==> src/design/ksrb_pkg.sv <==
// Shared constants, result codes and the scan code table for the keyboard scan code ring.
package ksrb_pkg;

    localparam int BUFFER_DEPTH = 32;
    localparam int PTR_W = (BUFFER_DEPTH > 1) ? $clog2(BUFFER_DEPTH) : 1;
    localparam int CNT_W = $clog2(BUFFER_DEPTH + 1);

    localparam logic [7:0] SC_RIGHT   = 8'h4d;
    localparam logic [7:0] SC_LEFT    = 8'h4b;
    localparam logic [7:0] SC_ALT     = 8'h38;
    localparam logic [7:0] SC_SHIFT   = 8'h2a;
    localparam logic [7:0] SC_RELEASE = 8'h80;

    localparam logic CMD_SCAN = 1'b0;
    localparam logic CMD_READ = 1'b1;

    typedef enum logic [2:0] {
        KIND_DATA      = 3'd0,
        KIND_TOO_LARGE = 3'd1,
        KIND_BUSY      = 3'd2,
        KIND_SW_RIGHT  = 3'd3,
        KIND_SW_LEFT   = 3'd4
    } kind_t;

    // Character for a set 1 make code; zero means the code stores nothing.
    function automatic logic [7:0] map_code(input logic [7:0] sc);
        logic [7:0] ch;
        ch = 8'h00;
        case (sc) inside
            8'h1e: ch = "a";
            8'h30: ch = "b";
            8'h2e: ch = "c";
            8'h20: ch = "d";
            8'h12: ch = "e";
            8'h21: ch = "f";
            8'h22: ch = "g";
            8'h23: ch = "h";
            8'h17: ch = "i";
            8'h24: ch = "j";
            8'h25: ch = "k";
            8'h26: ch = "l";
            8'h32: ch = "m";
            8'h31: ch = "n";
            8'h18: ch = "o";
            8'h19: ch = "p";
            8'h10: ch = "q";
            8'h13: ch = "r";
            8'h1f: ch = "s";
            8'h14: ch = "t";
            8'h16: ch = "u";
            8'h2f: ch = "v";
            8'h11: ch = "w";
            8'h2d: ch = "x";
            8'h15: ch = "y";
            8'h2c: ch = "z";
            8'h02: ch = "1";
            8'h03: ch = "2";
            8'h04: ch = "3";
            8'h05: ch = "4";
            8'h06: ch = "5";
            8'h07: ch = "6";
            8'h08: ch = "7";
            8'h09: ch = "8";
            8'h0a: ch = "9";
            8'h0b: ch = "0";
            8'h34: ch = ".";
            8'h39: ch = " ";
            8'h1c: ch = 8'h0a;
            8'h0f: ch = 8'h09;
            8'h0e: ch = 8'h08;
            [8'h3b:8'h44], [8'h57:8'h58]: ch = "_";
            default: ch = 8'h00;
        endcase
        return ch;
    endfunction

    function automatic logic [PTR_W-1:0] bump(input logic [PTR_W-1:0] p);
        return (32'(p) == BUFFER_DEPTH - 1) ? '0 : p + PTR_W'(1);
    endfunction

endpackage

==> src/design/ksrb_ifs.sv <==
// Valid/ready channel interfaces for the request and result sides.
interface ksrb_req_if;
    logic       valid;
    logic       ready;
    logic       cmd;
    logic [7:0] key_code;
    logic [5:0] read_size;

    modport source (output valid, cmd, key_code, read_size, input ready);
    modport sink (input valid, cmd, key_code, read_size, output ready);
endinterface

interface ksrb_rsp_if;
    logic       valid;
    logic       ready;
    logic [2:0] kind;
    logic [7:0] data_byte;
    logic       last;

    modport source (output valid, kind, data_byte, last, input ready);
    modport sink (input valid, kind, data_byte, last, output ready);
endinterface

==> src/design/keyboard_scancode_ring_buffer.sv <==
// Keyboard scan code ring: maps set 1 codes to characters and serves blocking reads.
//
//  channel  dir  payload                      transfer when
//  req      in   cmd, key_code, read_size     req.valid && req.ready
//  rsp      out  kind, data_byte, last        rsp.valid && rsp.ready
//
// A request with no result leaves the block idle. A switch or error result passes through
// ST_SINGLE into the output register once the slot is free, and the block stays busy until then.
// A read of N bytes passes through ST_DELIVER, which loads one byte per cycle into the output
// register while the slot is free, paced by the single read port of the ring and the shared
// byte counter; rsp stalls hold it back. The block takes a new request only once the previous
// one has loaded all its results, but a read left waiting for bytes does not block it.
// Reset clears pointers, counts and flags at once; the ring itself is not cleared.
module keyboard_scancode_ring_buffer (
    input logic     clk,
    input logic     rst_n,
    ksrb_req_if.sink   req,
    ksrb_rsp_if.source rsp
);
    import ksrb_pkg::*;

    typedef enum logic [1:0] {
        ST_IDLE,
        ST_SINGLE,
        ST_DELIVER
    } state_t;

    logic [7:0] ring [BUFFER_DEPTH];

    state_t           state_reg, state_next;
    logic [PTR_W-1:0] rd_ptr_reg, rd_ptr_next;
    logic [PTR_W-1:0] wr_ptr_reg, wr_ptr_next;
    logic [CNT_W-1:0] count_reg, count_next;
    logic [CNT_W-1:0] remain_reg, remain_next;
    logic             pending_reg, pending_next;
    logic [CNT_W-1:0] pend_size_reg, pend_size_next;
    logic             alt_reg, alt_next;
    logic             shift_reg, shift_next;
    kind_t            single_kind_reg, single_kind_next;
    logic             out_valid_reg, out_valid_next;
    kind_t            out_kind_reg, out_kind_next;
    logic             out_last_reg, out_last_next;
    logic [7:0]       data_byte_reg;

    logic             accept;
    logic             slot_free;
    logic             load_byte;
    logic             ring_we;
    logic [7:0]       ch;

    assign accept    = req.valid && req.ready;
    assign slot_free = !out_valid_reg || rsp.ready;
    assign load_byte = (state_reg == ST_DELIVER) && slot_free;
    assign ch        = map_code(req.key_code);
    assign ring_we   = accept && (req.cmd == CMD_SCAN) && (ch != 8'h00)
                       && (32'(count_reg) < BUFFER_DEPTH);

    assign req.ready     = (state_reg == ST_IDLE);
    assign rsp.valid     = out_valid_reg;
    assign rsp.kind      = out_kind_reg;
    assign rsp.data_byte = data_byte_reg;
    assign rsp.last      = out_last_reg;

    always_comb
    begin
        state_next       = state_reg;
        rd_ptr_next      = rd_ptr_reg;
        wr_ptr_next      = wr_ptr_reg;
        count_next       = count_reg;
        remain_next      = remain_reg;
        pending_next     = pending_reg;
        pend_size_next   = pend_size_reg;
        alt_next         = alt_reg;
        shift_next       = shift_reg;
        single_kind_next = single_kind_reg;
        out_valid_next   = out_valid_reg && !rsp.ready;
        out_kind_next    = out_kind_reg;
        out_last_next    = out_last_reg;

        unique case (state_reg)
            ST_IDLE:
            begin
                if (accept)
                begin
                    if (req.cmd == CMD_SCAN)
                    begin
                        // The switch check sees the flags as they stood before this code.
                        if (alt_reg && shift_reg && req.key_code == SC_RIGHT)
                        begin
                            single_kind_next = KIND_SW_RIGHT;
                            state_next       = ST_SINGLE;
                        end
                        else if (alt_reg && shift_reg && req.key_code == SC_LEFT)
                        begin
                            single_kind_next = KIND_SW_LEFT;
                            state_next       = ST_SINGLE;
                        end
                        if (req.key_code == SC_ALT)
                            alt_next = 1'b1;
                        else if (req.key_code == (SC_ALT | SC_RELEASE))
                            alt_next = 1'b0;
                        if (req.key_code == SC_SHIFT)
                            shift_next = 1'b1;
                        else if (req.key_code == (SC_SHIFT | SC_RELEASE))
                            shift_next = 1'b0;
                        if (ring_we)
                        begin
                            wr_ptr_next = bump(wr_ptr_reg);
                            count_next  = count_reg + CNT_W'(1);
                            if (pending_reg && count_reg + CNT_W'(1) >= pend_size_reg)
                            begin
                                pending_next   = 1'b0;
                                pend_size_next = '0;
                                remain_next    = pend_size_reg;
                                state_next     = ST_DELIVER;
                            end
                        end
                    end
                    else if (32'(req.read_size) > BUFFER_DEPTH)
                    begin
                        single_kind_next = KIND_TOO_LARGE;
                        state_next       = ST_SINGLE;
                    end
                    else if (pending_reg)
                    begin
                        single_kind_next = KIND_BUSY;
                        state_next       = ST_SINGLE;
                    end
                    else if (32'(count_reg) >= 32'(req.read_size))
                    begin
                        // A read of zero bytes completes with no result.
                        if (req.read_size != 6'd0)
                        begin
                            remain_next = CNT_W'(req.read_size);
                            state_next  = ST_DELIVER;
                        end
                    end
                    else
                    begin
                        pending_next   = 1'b1;
                        pend_size_next = CNT_W'(req.read_size);
                    end
                end
            end
            ST_SINGLE:
            begin
                if (slot_free)
                begin
                    out_valid_next = 1'b1;
                    out_kind_next  = single_kind_reg;
                    out_last_next  = 1'b1;
                    state_next     = ST_IDLE;
                end
            end
            ST_DELIVER:
            begin
                if (slot_free)
                begin
                    out_valid_next = 1'b1;
                    out_kind_next  = KIND_DATA;
                    out_last_next  = (remain_reg == CNT_W'(1));
                    rd_ptr_next    = bump(rd_ptr_reg);
                    count_next     = count_reg - CNT_W'(1);
                    remain_next    = remain_reg - CNT_W'(1);
                    if (remain_reg == CNT_W'(1))
                        state_next = ST_IDLE;
                end
            end
            default:
            begin
                state_next = ST_IDLE;
            end
        endcase
    end

    always_ff @(posedge clk or negedge rst_n)
    begin
        if (!rst_n)
        begin
            state_reg       <= ST_IDLE;
            rd_ptr_reg      <= '0;
            wr_ptr_reg      <= '0;
            count_reg       <= '0;
            remain_reg      <= '0;
            pending_reg     <= 1'b0;
            pend_size_reg   <= '0;
            alt_reg         <= 1'b0;
            shift_reg       <= 1'b0;
            single_kind_reg <= KIND_DATA;
            out_valid_reg   <= 1'b0;
            out_kind_reg    <= KIND_DATA;
            out_last_reg    <= 1'b0;
        end
        else
        begin
            state_reg       <= state_next;
            rd_ptr_reg      <= rd_ptr_next;
            wr_ptr_reg      <= wr_ptr_next;
            count_reg       <= count_next;
            remain_reg      <= remain_next;
            pending_reg     <= pending_next;
            pend_size_reg   <= pend_size_next;
            alt_reg         <= alt_next;
            shift_reg       <= shift_next;
            single_kind_reg <= single_kind_next;
            out_valid_reg   <= out_valid_next;
            out_kind_reg    <= out_kind_next;
            out_last_reg    <= out_last_next;
        end
    end

    always_ff @(posedge clk)
    begin
        if (ring_we)
            ring[wr_ptr_reg] <= ch;
    end

    // Non-data results carry a zero byte.
    always_ff @(posedge clk)
    begin
        if (load_byte)
            data_byte_reg <= ring[rd_ptr_reg];
        else if (state_reg == ST_SINGLE && slot_free)
            data_byte_reg <= 8'h00;
    end

`ifndef ASSERT_OFF
    a_count_bound: assert property (@(posedge clk) disable iff (!rst_n)
        32'(count_reg) <= BUFFER_DEPTH)
        else $error("stored count exceeds ring depth");

    a_deliver_covered: assert property (@(posedge clk) disable iff (!rst_n)
        (state_reg == ST_DELIVER) |-> (remain_reg != '0 && remain_reg <= count_reg))
        else $error("delivery asks for more bytes than are stored");

    a_pending_short: assert property (@(posedge clk) disable iff (!rst_n)
        pending_reg |-> (count_reg < pend_size_reg && state_reg != ST_DELIVER))
        else $error("pending read left waiting with enough bytes stored");

    a_last_ends_item: assert property (@(posedge clk) disable iff (!rst_n)
        (load_byte && remain_reg == CNT_W'(1)) |=> (out_last_reg && state_reg == ST_IDLE))
        else $error("final delivered byte not marked last");
`endif

endmodule

==> src/flat_wrapper.sv <==
// flat-port wrapper written by rule: the top's interface ports become plain ports
module keyboard_scancode_ring_buffer_flat import ksrb_pkg::*;
  (clk, rst_n, req_valid, req_cmd, req_key_code, req_read_size, req_ready, rsp_valid, rsp_kind, rsp_data_byte, rsp_last, rsp_ready);
  ksrb_req_if req_i ();
  ksrb_rsp_if rsp_i ();
  input logic clk;
  input logic rst_n;
  input wire logic [$bits(req_i.valid)-1:0] req_valid;
  input wire logic [$bits(req_i.cmd)-1:0] req_cmd;
  input wire logic [$bits(req_i.key_code)-1:0] req_key_code;
  input wire logic [$bits(req_i.read_size)-1:0] req_read_size;
  output wire logic [$bits(req_i.ready)-1:0] req_ready;
  output wire logic [$bits(rsp_i.valid)-1:0] rsp_valid;
  output wire logic [$bits(rsp_i.kind)-1:0] rsp_kind;
  output wire logic [$bits(rsp_i.data_byte)-1:0] rsp_data_byte;
  output wire logic [$bits(rsp_i.last)-1:0] rsp_last;
  input wire logic [$bits(rsp_i.ready)-1:0] rsp_ready;
  assign req_i.valid = req_valid;
  assign req_i.cmd = req_cmd;
  assign req_i.key_code = req_key_code;
  assign req_i.read_size = req_read_size;
  assign req_ready = req_i.ready;
  assign rsp_valid = rsp_i.valid;
  assign rsp_kind = rsp_i.kind;
  assign rsp_data_byte = rsp_i.data_byte;
  assign rsp_last = rsp_i.last;
  assign rsp_i.ready = rsp_ready;
  keyboard_scancode_ring_buffer u_core (.clk(clk), .rst_n(rst_n), .req(req_i), .rsp(rsp_i));
endmodule
==> config.mk <==
export PLATFORM = sky130hd
export DESIGN_NAME = keyboard_scancode_ring_buffer_flat
export DESIGN_NICKNAME = d
export VERILOG_FILES = /design/src/design/ksrb_pkg.sv /design/src/design/ksrb_ifs.sv /design/src/design/keyboard_scancode_ring_buffer.sv /design/src/flat_wrapper.sv
export SDC_FILE = /design/constraint.sdc
export NUM_CORES = 1
export LEC_CHECK = 0
export ABC_CLOCK_PERIOD_IN_PS = 4700
export BUFFER_PORTS_ARGS = -buffer_cell sky130_fd_sc_hd__buf_2
export CORE_ASPECT_RATIO = 1.1
export CORE_UTILIZATION = 61
export DETAILED_ROUTE_END_ITERATION = 7
export PLACE_DENSITY = 0.86
export SYNTH_ARGS = -nofsm -noshare
export SYNTH_HDL_FRONTEND = slang
export SYNTH_SLANG_ARGS = --single-unit
==> constraint.sdc <==
create_clock -name clk -period 4.7 [get_ports clk]
set_input_delay 0.47 -clock clk [delete_from_list [all_inputs] [get_ports clk]]
set_output_delay 0.47 -clock clk [all_outputs]
set_load 0.1 [all_outputs]
== Yosys cells after proc, flatten, opt, wreduce, memory -nomap -nowiden ==
Memories as Yosys holds them, arrays and structs flattened.
Index checks and enable logic that the tools add are counted.

* Register bits: 49
* Bits in writable memories: 256
* Input bits: 19
* Output and inout bits: 14
* Logic and storage cells: 245
* Memories kept: 1

{| class="wikitable"
|+ Memories
! name !! words !! width !! read ports !! clocked after memory_dff !! write ports !! RTL line !! text
|-
| u_core.ring || 32 || 8 || 1 || 0 || 1 || keyboard_scancode_ring_buffer.sv:28 || <nowiki>logic [7:0] ring [BUFFER_DEPTH];</nowiki>
|}

* Add/sub/neg operators: 5
* $lt $le $gt $ge: 8
* Equality and inequality tests: 70
* Muxes and demuxes: 106
* Bitwise operators: 1
* Reduce and logical (&&, ||, !) cells: 40

{| class="wikitable"
|+ Operators by type and width
! cell !! count
|-
| $mux W8 || 43
|-
| $eq A8 B6 Y1 const B || 18
|-
| $mux W6 || 19
|-
| $eq A8 B5 Y1 const B || 13
|-
| $eq A8 B4 Y1 const B || 6
|-
| $eq A8 B3 Y1 const B || 4
|-
| $mux W2 || 13
|-
| $pmux W6 S2 || 2
|-
| $mux W3 || 7
|-
| $ne A3 B3 Y1 const B || 6
|-
| $eq A8 B2 Y1 const B || 2
|-
| $eq A8 B7 Y1 const B || 2
|-
| $eq A8 B8 Y1 const B || 2
|-
| $le A8 B7 Y1 const B || 2
|-
| $mux W1 || 16
|-
| $reduce_and A4 Y1 || 4
|-
| $ne A2 B2 Y1 const B || 7
|-
| $reduce_bool A2 Y1 || 7
|-
| $logic_and A1 B1 Y1 || 13
|-
| $ge A6 B6 Y1 || 2
|-
| $sub A6 B1 Y6 const B || 2
|-
| $add A5 B1 Y5 const B || 2
|-
| $eq A5 B5 Y1 const B || 2
|-
| $mux W5 || 2
|-
| 29 further kinds || 34
|}

== Logic depth before layout (Yosys ltp) ==
Gate-level depths: netlist (run 1).

* Depth in word-level cells: 52
* Gate-level depth with buffers: 15
* Mapped depth without buffers: 13

== Worst setup path before layout (run 1) ==
Ideal clock, no wire load.

* Path type: input-to-reg
* From: input req_key_code[3]
* To: memory u_core.ring[0][0], data pin
* Setup time: 454 ps
* Arrival: 2,902 ps
* Data required time: 4,246 ps
* Path slack: 1,344 ps
* Stages: 8
* Path buffers: 3
* Cells stage by stage: buf_2 -> clkbuf_1 -> clkbuf_1 -> nand3_1 -> o21ai_0 -> a21oi_1 -> o22a_1 -> o21ai_0

* Longest elaborated chain between the ends: 45
* Elaborated cells on any way between the ends: 90
* Those cells by class: 4 x order compare; 41 x eq/ne; 42 x mux; 3 x reduce/logical

{| class="wikitable"
|+ Ends and longest elaborated chain
! item !! RTL line !! text
|-
| from (decl) || flat_wrapper.sv:10 || <nowiki>input wire logic [$bits(req_i.key_code)-1:0] req_key_code;</nowiki>
|-
| $ge A8 B7 Y1 (implied by the code) (tied with other cells) || keyboard_scancode_ring_buffer.sv:54 || <nowiki>assign ch = map_code(req.key_code);</nowiki>
|-
| $logic_and A1 B1 Y1 (implied by the code) || keyboard_scancode_ring_buffer.sv:54 ||
|-
| $reduce_or A2 Y1 || ksrb_pkg.sv:29 || <nowiki>case (sc) inside</nowiki>
|-
| $mux W7 || ksrb_pkg.sv:29 ||
|-
| $mux W8 (40 in series) || ksrb_pkg.sv:29 ||
|-
| $mux W8 (*) || ksrb_pkg.sv:29 ||
|-
| via u_core.ch[0] || keyboard_scancode_ring_buffer.sv:49 || <nowiki>logic [7:0] ch;</nowiki>
|-
| to (decl) || keyboard_scancode_ring_buffer.sv:28 ||
|}

Mark *: on every way through the listed nets, which the timed path passes. The rest lies on a longest branch.

== Worst setup path after layout (run 1) ==
* From: input req_key_code[3]
* To: memory u_core.ring[21][4], enable pin

* Longest elaborated chain between the ends: 50
* Elaborated cells on any way between the ends: 95
* Those cells by class: 4 x order compare; 41 x eq/ne; 44 x mux; 6 x reduce/logical

{| class="wikitable"
|+ Ends and longest elaborated chain
! item !! RTL line !! text
|-
| $ge A8 B7 Y1 (implied by the code) (tied with other cells) || keyboard_scancode_ring_buffer.sv:54 ||
|-
| $logic_and A1 B1 Y1 (implied by the code) || keyboard_scancode_ring_buffer.sv:54 ||
|-
| $reduce_or A2 Y1 || ksrb_pkg.sv:29 ||
|-
| $mux W7 || ksrb_pkg.sv:29 ||
|-
| $mux W8 (40 in series) || ksrb_pkg.sv:29 ||
|-
| $mux W8 (*) || ksrb_pkg.sv:29 ||
|-
| $reduce_bool A8 Y1 (*) || keyboard_scancode_ring_buffer.sv:55 || <nowiki>assign ring_we = accept && (req.cmd == CMD_SCAN) && (ch != 8'h00)</nowiki>
|-
| $logic_and A1 B1 Y1 (*) || keyboard_scancode_ring_buffer.sv:55 ||
|-
| $logic_and A1 B1 Y1 (*) || keyboard_scancode_ring_buffer.sv:56 || <nowiki>&& (32'(count_reg) < BUFFER_DEPTH);</nowiki>
|-
| $mux W1 (*) || keyboard_scancode_ring_buffer.sv:214 || <nowiki>if (ring_we)</nowiki>
|-
| $mux W1 (implied by the code) (*) || keyboard_scancode_ring_buffer.sv:215 || <nowiki>ring[wr_ptr_reg] <= ch;</nowiki>
|}

Mark *: on every way between the ends. The rest lies on a longest branch, timed or not.

==> impl_results.md, run 1 <==
* Via/cell ratio at 6.62
* Synth area leaders: edfxtp_1 56%, mux4_2 13%, dfrtp_1 8.2%
* Peak supply drop at 0.549 mV
* Synth Area in Simple Gates at 0.0927
* Fraction of registers with async set/reset at 0.151
* Net Count, Synth at 865
* Sequential Power Share at 0.436
* CTS Hold Buffers Added at 0
* Fillers at 1244
* Synth Area in XOR/XNOR at 0.00912
* I/O Buffers at 31
* FMAX at 294 MHz
* Cts bufs inserted at 26
* Area growth from synthesis to layout at 9.25%
* RSZ-0062 raised after global routing: false
* Die width at 138 um
* Post-Synth Adder-Cell Area at 0.0261
* Slew @ Worst Pin at 1040 ps
* Post-synthesis compound-gate area fraction at 0.0642
* Max Fanout on Critical Path at 31
* Max cap viols at 0
* Yosys top cell by area: edfxtp_1
* Nets at 881
* Synth Flop Type: edfxtp_1
* Final setup vio count at 0
* Distinct cell type count after synthesis at 74
* First-pass GRT wire length at 42900 um
* Drt drc at 4
* # Post-CTS Setup Buffers at 0
* Min-delay worst type: input port to asynchronous set/reset pin
* Largest net degree at the start of global routing at 46
* Clk_lat worst skew at 530 ps
* Final worst-path cycle share at 0.724
* Mean Syn Cell Area at 15.2 um2
* DRT Pass-1 Iters at 7
* P per Cell Area at 518 mW/mm2
* Area of the core at 0.0199 mm2
* Starting Density at 0.626
* Yosys reg bits at 272
* Row count at 54
* Ports at 33
* CP Launch Type: input port
* Post-synth top area share at 0.556
* Diode count at 0
* CTS Root Buffer Type: clkbuf_16
* Setup total negative slack at 0 ps
* Met1 Wirelength at 10800 um
* Sink Count at 272
* Mux share of post-synthesis cell area at 0.142
* Number of flops mapped to enable cells by yosys at 231
* Fin crit period at 3400 ps
* Int Power at 4.80 mW
* FF/Latch Area at 0.00797 mm2
* Final Skew at 10.8 ps
* Number of flip-flops in the largest register at 224
* Crit Path Class: input port to register
* WL final at 27600 um
* Post-Synthesis Cells at 820
* Layout cells sized above 1 at 0.209
* Final instance area at 0.0136 mm2
* Outcome: finished, violations left
* Synth Cell Area at 0.0125 mm2
* Switching share of power at 0.320
* P_sw at 2.26 mW
* Vias in the first global route at 7356
* Clock slew at reported path FFs at 70 ps
* Final hold violations at 0
* 1st-iter DRT viols at 702
* Crit end category: register
* GRT Resource Usage Total at 0.272
* Die Ht at 152 um
* TritonCTS clock tree: done
* Synth warn at 0
* Initial antenna violation count at 0
* Clock buffer depth at 3
* Crit path required time at 4860 ps
* GP Congestion at 0.899
* Combinational share of power at 0.274
* Dpl cell area at 0.0128 mm2
* H-Tree Depth at 1
* Global route overflow at 0
* Via Count at 7334
* Post-route ant nets at 0
* Largest family of logic cells by synthesized area: multiplexers
* Routed wl met3 at 2130 um
* Die area at 0.0210 mm2
* Wire per inst at 24.9 um
* Multi-input gate area at 0.00421 mm2
* Detailed Place HPWL at 17300 um
* Critical Path AT at 3560 ps
* Slew headroom at 0.308
* Sequential share of the synthesized area at 0.638
* P_leak at 4.69 nW
* Routed wl met2 at 13700 um
* Final Max Slew Viols at 0
* Failing checks: design-rule violations
* Share of power burned in the clock network at 0.290
* Top Metal Used: met4
* Resize count post-CTS at 0
-- through the flow --
step | instances | power [mW] | hold WS (ps) | setup WS (ps) | utilization
global placement | 1060 | 4.98 | 464 | 959 | 0.642
floorplan | 820 | 4.57 | 174 | 1340 | -
CTS | 1108 | 7.08 | 103 | 1310 | 0.684
detailed placement | 1060 | 5.05 | 469 | 787 | 0.642
global route | 1108 | 7.34 | 175 | 1120 | 0.684
finish | 1108 | 7.06 | 99.7 | 1300 | 0.684
-- metal layers --
metal | GRT usage | vias up
met5 | 0 | -
met4 | 0.102 | 0
li1 | - | 3220
met1 | 0.371 | 3665
met3 | 0.0419 | 61
met2 | 0.449 | 388
-- power groups by stage --
stage | sequential (mW) | clock, mW | combinational, mW
6_report | 3.08 | 2.05 | 1.94
2_1_floorplan | 3.19 | 0 | 1.39
3_5_place_dp | 3.13 | 0 | 1.92
5_1_grt | 3.11 | 2.15 | 2.08
4_1_cts | 3.08 | 2.06 | 1.95
3_3_place_gp | 3.12 | 0 | 1.86
-- logic make-up after synthesis --
logic type / after synthesis
compound gates: 118
xor+xnor: 13
fa+ha+maj: 26
buf+inv: 78
flops: 272
mux: 89
other cells: 1
simple gates: 223
-- final timing paths --
check                           slack, ps                             from  cells past startpoint                                  end
max in group asynchronous            3870                            rst_n                      1     u_core.rd_ptr_reg[0]$_DFFE_PN0P_
worst max register to register       1450  u_core.state_reg[0]$_DFFE_PN0P_                      7         u_core.ring[21][4]$_DFFE_PP_
min in group clk                      260                 req_read_size[2]                      3  u_core.pend_size_reg[2]$_DFFE_PN0P_
worst min register to register        490   u_core.rsp.kind[2]$_DFFE_PN0P_                      2       u_core.rsp.kind[2]$_DFFE_PN0P_
worst min-delay path                  100                            rst_n                      1      u_core.count_reg[1]$_DFFE_PN0P_
worst max-delay path                 1300                  req_key_code[3]                      8         u_core.ring[21][4]$_DFFE_PP_
-- cells in the mapped netlist, types with 4 or more instances --
master,number
a211o_1,5
a211oi_1,4
a21oi_1,19
a22o_1,5
a31oi_1,5
and3_1,4
buf_2,12
clkbuf_1,30
dfrtp_1,41
edfxtp_1,231
ha_1,26
inv_1,29
mux2_2,7
mux2i_1,11
mux4_2,70
nand2_1,53
nand2b_1,13
nand3_1,18
nand3b_1,7
nor2_1,68
nor2b_1,7
nor3_1,11
o211ai_1,4
o21a_1,4
o21ai_0,34
o22ai_1,8
or3_1,10
xnor2_1,9
xor2_1,4
-- cells in the final DEF, fill, tap and decap left out, types with 4 or more instances in the layout --
cell type  netlist  layout
o211ai_1         4       4
nand3_1         18      16
xnor2_1          9       9
clkinv_2         0       6
clkbuf_16        0      27
or3_1           10      10
nor2b_1          7       7
nand3b_1         7       7
dfrtp_1         41      39
o21a_1           4       4
a211o_1          5       5
ha_1            26      26
a21oi_1         19      19
inv_1           29      29
mux2i_1         11      11
nand2_1         53      53
a31oi_1          5       5
mux4_2          70      70
a22o_1           5       5
a211oi_1         4       4
xor2_1           4       4
mux2_2           7       7
nor2_1          68      68
nand2b_1        13      13
and3_1           4       4
clkinv_1         0       4
buf_4            3       6
edfxtp_1       231     231
nor3_1          11      11
buf_2           12      31
o22ai_1          8       8
o21ai_0         34      33
-- worst max-delay path, cell delays in order --
cell,delay (ps)
buf_2,420
or3b_4,450
a2111oi_4,410
a311oi_1,140
nand4bb_2,210
o21a_1,360
nand2_1,420
nor2_1,660
-- cell type report --
| type | instances | area share |
|---|---|---|
| Sequential cell | 272 | 0.584 |
| Tap cell | 252 | 0.0231 |
| Timing Repair Buffer | 37 | 0.0147 |
| Clock inverter | 15 | 0.00780 |
| Inverter | 29 | 0.00798 |
| Multi-Input combinational cell | 470 | 0.309 |
| Clock buffer | 33 | 0.0534 |
Note: power is estimated with default switching activity, not from simulation.
==> run 2, diff against run 1 <==
Settings changed: ABC_CLOCK_PERIOD_IN_PS 4700 to 3200.
Clock period 4.7 ns to 3.2 ns, I/O delays scaled along.
==> impl_results.md, run 2 (synthesized netlist as in run 1, its figures left out) <==
* Outcome: finished, violations left
* Failing checks: design-rule violations
* Vias in the first global route at 7434 (+1.1%)
* Crit Path Class: register to register
* Die area at 0.0210 mm2 (unchanged)
* CTS Root Buffer Type: clkbuf_16
* Post-route ant nets at 0 (unchanged)
* Final Skew at 13.9 ps (+3.17 ps)
* Peak supply drop at 0.710 mV (+29%)
* Detailed Place HPWL at 16700 um (-3.7%)
* Setup total negative slack at 0 ps (unchanged)
* Diode count at 0 (unchanged)
* Critical Path AT at 3480 ps (-80 ps)
* Clock slew at reported path FFs at 60 ps (about the same)
* Nets at 930 (+5.6%)
* Min-delay src: req_read_size[3]
* Commonest non-fill, non-tap cell in the layout: edfxtp_1
* FMAX at 326 MHz
* Area of the core at 0.0199 mm2 (unchanged)
* First-pass GRT wire length at 40600 um (-5.4%)
* Final instance area at 0.0141 mm2 (+3.3%)
* Crit path required time at 3610 ps (-1250 ps)
* Slowest CP cell: a2111oi_1
* Drt drc at 2 (-2)
* Number of flip-flops in the largest register at 224 (unchanged)
* # Post-CTS Setup Buffers at 0 (unchanged)
* Crit-path cells: inv_1 > ha_1 > nand2b_1 > a2111oi_1 > o21ai_0 > nand3_1 > a211o_1 > and2_4 > mux2_1
* CP Launch Point: u_core.count_reg[0]$_DFFE_PN0P_
* Max incr delay on CP at 620 ps (-40 ps)
* GP Congestion at 0.935 (+4.1%)
* Setup WS post-layout at 130 ps (-1170 ps)
* Via Count at 7370 (+0.49%)
* P per Cell Area at 752 mW/mm2 (+45%)
* TritonCTS clock tree: done
* Most frequent cells in the layout: 231 x edfxtp_1, 70 x mux4_2, 68 x nor2_1
* Slew @ Worst Pin at 986 ps (-51.4 ps)
* Ports at 33 (unchanged)
* Max cap viols at 0 (unchanged)
* Pre-CTS setup slack at 82.5 ps (-705 ps)
* CP Launch Type: register
* Inst Count DP at 1107 (+4.4%)
* Sink Count at 272 (unchanged)
* Fillers at 1217 (-2.2%)
* Die width at 138 um (unchanged)
* Max Fanout on Critical Path at 9 (-71%)
* WL final at 25500 um (-7.8%)
* Non-filler cells, final at 1158 (+4.5%)
* Clk_lat worst skew at 530 ps (about the same)
* Area growth from synthesis to layout at 12.8%
* Worst r2r src: u_core.count_reg[0]$_DFFE_PN0P_
* 1st-iter DRT viols at 543 (-23%)
* P_leak at 5.00 nW (+6.6%)
* Clock buffer depth at 3 (unchanged)
* Row count at 54 (unchanged)
* Global route overflow at 0 (unchanged)
* Final setup vio count at 0 (unchanged)
* Final Max Slew Viols at 0 (unchanged)
* Final worst-path cycle share at 0.959
* Fin crit period at 3070 ps
* GRT Resource Usage Total at 0.251 (-0.0216)
* Starting Density at 0.626 (unchanged)
* DRT Pass-1 Iters at 7 (unchanged)
* Wire per inst at 22.0 um (-12%)
* Largest net degree at the start of global routing at 46 (unchanged)
* Cts bufs inserted at 27 (+3.8%)
* Dpl cell area at 0.0132 mm2 (+2.9%)
* Slew headroom at 0.343 (+0.0343)
* RSZ-0062 raised after global routing: false
* Initial antenna violation count at 0 (unchanged)
* Die Ht at 152 um (unchanged)
* I/O Buffers at 31 (unchanged)
* Final core occ at 0.707 (+0.0223)
* Via/cell ratio at 6.36 (-3.8%)
* Min-delay worst type: input port to register
* Final hold violations at 0 (unchanged)
* Layout cells sized above 1 at 0.251 (+0.0414)
* Crit end category: register
* H-Tree Depth at 1 (unchanged)
[run 2: cell type report]
type                            count  area (um2)  share of cell area
Sequential cell                   272        7970               0.566
Clock inverter                     15         165              0.0117
Inverter                           29         109             0.00773
Tap cell                          252         315              0.0224
Clock buffer                       35         736              0.0522
Timing Repair Buffer               85         601              0.0426
Multi-Input combinational cell    470        4190               0.298
[run 2: path summary, 6_finish.rpt]
| check | end | slack (ps) | depth (start not counted) |
|---|---|---|---|
| worst min register to register | u_core.shift_reg$_DFFE_PN0P_ | 490 | 2 |
| worst max-delay path | u_core.remain_reg[1]$_DFFE_PN0P_ | 130 | 9 |
| min in group asynchronous | u_core.pend_size_reg[1]$_DFFE_PN0P_ | 490 | 2 |
| worst max register to register | u_core.remain_reg[1]$_DFFE_PN0P_ | 130 | 9 |
| worst min-delay path | u_core.pend_size_reg[3]$_DFFE_PN0P_ | 100 | 3 |
| max in group asynchronous | u_core.rd_ptr_reg[0]$_DFFE_PN0P_ | 1980 | 2 |
[run 2: metrics by stage]
stage / hold slack [ps] / total power, mW
after global placement: 469 / 7.37
after floorplan: 24.4 / 6.72
after global routing: 104 / 11.0
after detailed placement: 471 / 7.48
after CTS: 81.4 / 10.6
final: 96.1 / 10.6
[run 2: report_power, final]
group | internal [mW] | switching, mW
Sequential | 4.10 | 0.315
Combinational | 1.33 | 1.69
Clock | 1.87 | 1.30
[run 2: per-layer routing]
layer / part of all wire / global-route usage / up-vias
met2: 0.51 / 0.427 / 266
met1: 0.41 / 0.345 / 3736
li1: - / - / 3331
met4: 0.015 / 0.0637 / 0
met5: 0 / 0 / -
met3: 0.059 / 0.0334 / 37
[run 2: timing repair]
item                       4_1_cts  5_1_grt
resized for setup                0        2
setup endpoints to repair        0        7
hold buffers                     1        0
hold endpoints to repair        41        0
[run 2: worst max-delay path, delay by kind of cell, from the launching register on]
kind                       cells  cell delay [ps]
and+or+nand+nor                3              540
AOI/OAI and AO/OA              3             1240
buffers and inverters          1              120
muxes                          1              320
DFF                            1              430
adders and majority gates      1              290
==> run 3, diff against run 2 <==
Settings changed: CTS_BUF_LIST from default to sky130_fd_sc_hd__clkbuf_16.
==> impl_results.md, run 3 (synthesized netlist as in run 1, its figures left out) <==
* P_leak at 5.01 nW (about the same)
* Final Max Slew Viols at 0 (unchanged)
* Sink Count at 272 (unchanged)
* Drt drc at 2 (unchanged)
* Met3 GRT Util at 0.0303 (-0.00315)
* RR Endpoint: u_core.remain_reg[1]$_DFFE_PN0P_
* Detailed Place HPWL at 16700 um (unchanged)
* Layout cells sized above 1 at 0.247 (-0.00331)
* TritonCTS clock tree: done
* Critical Path AT at 3470 ps (about the same)
* Slew @ Worst Pin at 987 ps (+1.10 ps)
* Final setup vio count at 0 (unchanged)
* Cts bufs inserted at 27 (unchanged)
* Via Count at 7332 (-0.52%)
* CTS Root Buffer Type: clkbuf_16
* Max Fanout on Critical Path at 9 (unchanged)
* Final instance area at 0.0141 mm2 (-0.21%)
* Initial antenna violation count at 0 (unchanged)
* R2R cell count at 9 (unchanged)
* Crit path required time at 3600 ps (about the same)
* RSZ-0062 raised after global routing: false
* FF-to-FF setup slack at 140 ps (about the same)
* Clock slew at reported path FFs at 60 ps (about the same)
* Slowest CP cell: a2111oi_1
* Dpl cell area at 0.0132 mm2 (unchanged)
* # Post-CTS Setup Buffers at 0 (unchanged)
* Worst Hold Path EP: u_core.pend_size_reg[3]$_DFFE_PN0P_
* GRT Resource Usage Total at 0.250 (-0.000321)
* Die area at 0.0210 mm2 (unchanged)
* P per Cell Area at 747 mW/mm2 (-0.67%)
* Post-route ant nets at 0 (unchanged)
* Min-delay src: req_read_size[3]
* Fin crit period at 3060 ps (-8.59 ps)
* Fillers at 1214 (-0.25%)
* Global route overflow at 0 (unchanged)
* CP Launch Type: register
* FF/Latch Area at 0.00797 mm2 (unchanged)
* Inst Count DP at 1107 (unchanged)
* Nets at 930 (unchanged)
* Multi-input gate area at 0.00419 mm2 (unchanged)
* WL final at 25500 um (+0.33%)
* DRT Pass-1 Iters at 7 (unchanged)
* Global route hottest layer: met2
* Diode count at 0 (unchanged)
* Row count at 54 (unchanged)
* Starting Density at 0.626 (unchanged)
* GR Util met2 at 0.432 (+0.00532)
* Failing checks: design-rule violations
* Max incr delay on CP at 620 ps (about the same)
* Final hold violations at 0 (unchanged)
* Crit Path Class: register to register
* Vias in the first global route at 7434 (unchanged)
* Slew headroom at 0.342 (-0.000731)
* I/O Buffers at 31 (unchanged)
* 1st-iter DRT viols at 523 (-3.7%)
* Clock buffer depth at 3 (unchanged)
* Non-filler cells, final at 1158 (unchanged)
* Most frequent cells in the layout: 231 x edfxtp_1, 70 x mux4_2, 68 x nor2_1
* Final Skew at 9.01 ps (-4.94 ps)
* M1 GR Usage at 0.340 (-0.00468)
* Die width at 138 um (unchanged)
* Outcome: finished, violations left
* Worst r2r src: u_core.count_reg[0]$_DFFE_PN0P_
* Peak supply drop at 0.709 mV (-0.13%)
* CP top delay family: compound AO/OA/AOI/OAI gates
* Crit end category: register
* H-Tree Depth at 1 (unchanged)
* Wire per inst at 22.0 um (+0.33%)
* Area of the core at 0.0199 mm2 (unchanged)
* CP Buf/Inv Count at 1 (unchanged)
* Commonest non-fill, non-tap cell in the layout: edfxtp_1
* Min-delay worst type: input port to register
* Setup total negative slack at 0 ps (unchanged)
* Crit-path cells: inv_1 > ha_1 > nand2b_1 > a2111oi_1 > o21ai_0 > nand3_1 > a211o_1 > and2_4 > mux2_1
* Clk_lat worst skew at 520 ps (about the same)
* Critical Path Stages at 9 (unchanged)
* Max cap viols at 0 (unchanged)
* GP Congestion at 0.935 (unchanged)
* Via/cell ratio at 6.33 (-0.52%)
* Min-Delay Path Depth at 3 (unchanged)
* FMAX at 327 MHz (+0.28%)
* Largest net degree at the start of global routing at 46 (unchanged)
* First-pass GRT wire length at 40500 um (about the same)
* Final worst-path cycle share at 0.957 (-0.00268)
* Ports at 33 (unchanged)
* Area growth from synthesis to layout at 12.6%
* Die Ht at 152 um (unchanged)
* Number of flip-flops in the largest register at 224 (unchanged)
[run 3: cell count changes in the layout (fill, tap and decap cells not counted)]
cell and delta:
clkinv_1 +3, clkbuf_1 -5, inv_1 +5, clkbuf_8 -3
[run 3: worst max-delay path by stage]
stage / start / endpoint / slack (ps)
floorplan: u_core.state_reg[1]$_DFFE_PN0P_ / u_core.ring[31][0]$_DFFE_PP_ / 90
global placement: req_key_code[0] / u_core.ring[11][3]$_DFFE_PP_ / 250
detailed placement: u_core.count_reg[0]$_DFFE_PN0P_ / u_core.remain_reg[1]$_DFFE_PN0P_ / 80
CTS: u_core.count_reg[0]$_DFFE_PN0P_ / u_core.remain_reg[1]$_DFFE_PN0P_ / 50
global route: u_core.count_reg[0]$_DFFE_PN0P_ / u_core.remain_reg[1]$_DFFE_PN0P_ / 2
finish: u_core.count_reg[0]$_DFFE_PN0P_ / u_core.remain_reg[1]$_DFFE_PN0P_ / 140
[run 3: worst reg2reg max path: cells and delay by family, from the launching register on]
kind / cells / cell delay, ps
buffers and inverters: 1 / 120
adders and majority gates: 1 / 290
DFF: 1 / 430
muxes: 1 / 320
AOI/OAI and AO/OA: 3 / 1250
and+or+nand+nor: 3 / 540
[run 3: power by group]
part | switching [mW] | internal [mW] | leakage (nW)
sequential | 0.314 | 4.10 | 2.63
clock | 1.29 | 1.78 | 0.440
combinational | 1.69 | 1.33 | 1.94
[run 3: final cells by class]
type	instances	share of cell area
Clock buffer	27	0.0481
Clock inverter	23	0.0139
Inverter	29	0.00775
Multi-Input combinational cell	470	0.298
Sequential cell	272	0.567
Tap cell	252	0.0224
Timing Repair Buffer	85	0.0427
[run 3: per-stage QoR]
stage | hold slack [ps] | total power [mW] | utilization | setup WS [ps]
2_1_floorplan | 24.4 | 6.72 | - | 85.7
6_report | 102 | 10.5 | 0.705 | 138
3_5_place_dp | 471 | 7.48 | 0.661 | 82.5
5_1_grt | 107 | 10.9 | 0.705 | 1.64
3_3_place_gp | 469 | 7.37 | 0.661 | 255
4_1_cts | 82.9 | 10.6 | 0.705 | 53.1
[run 3: timing repair]
| action | CTS | global route |
|---|---|---|
| hold endpoints to repair | 41 | 0 |
| hold buffers | 1 | 0 |
| gates resized for setup | 0 | 2 |
| endpoints found under the setup margin | 0 | 7 |
[run 3: routing by layer]
layer  share of wire  vias up
met1            0.41     3670
met4           0.021        0
li1                -     3325
met5               0        -
met3           0.056       40
met2            0.51      297
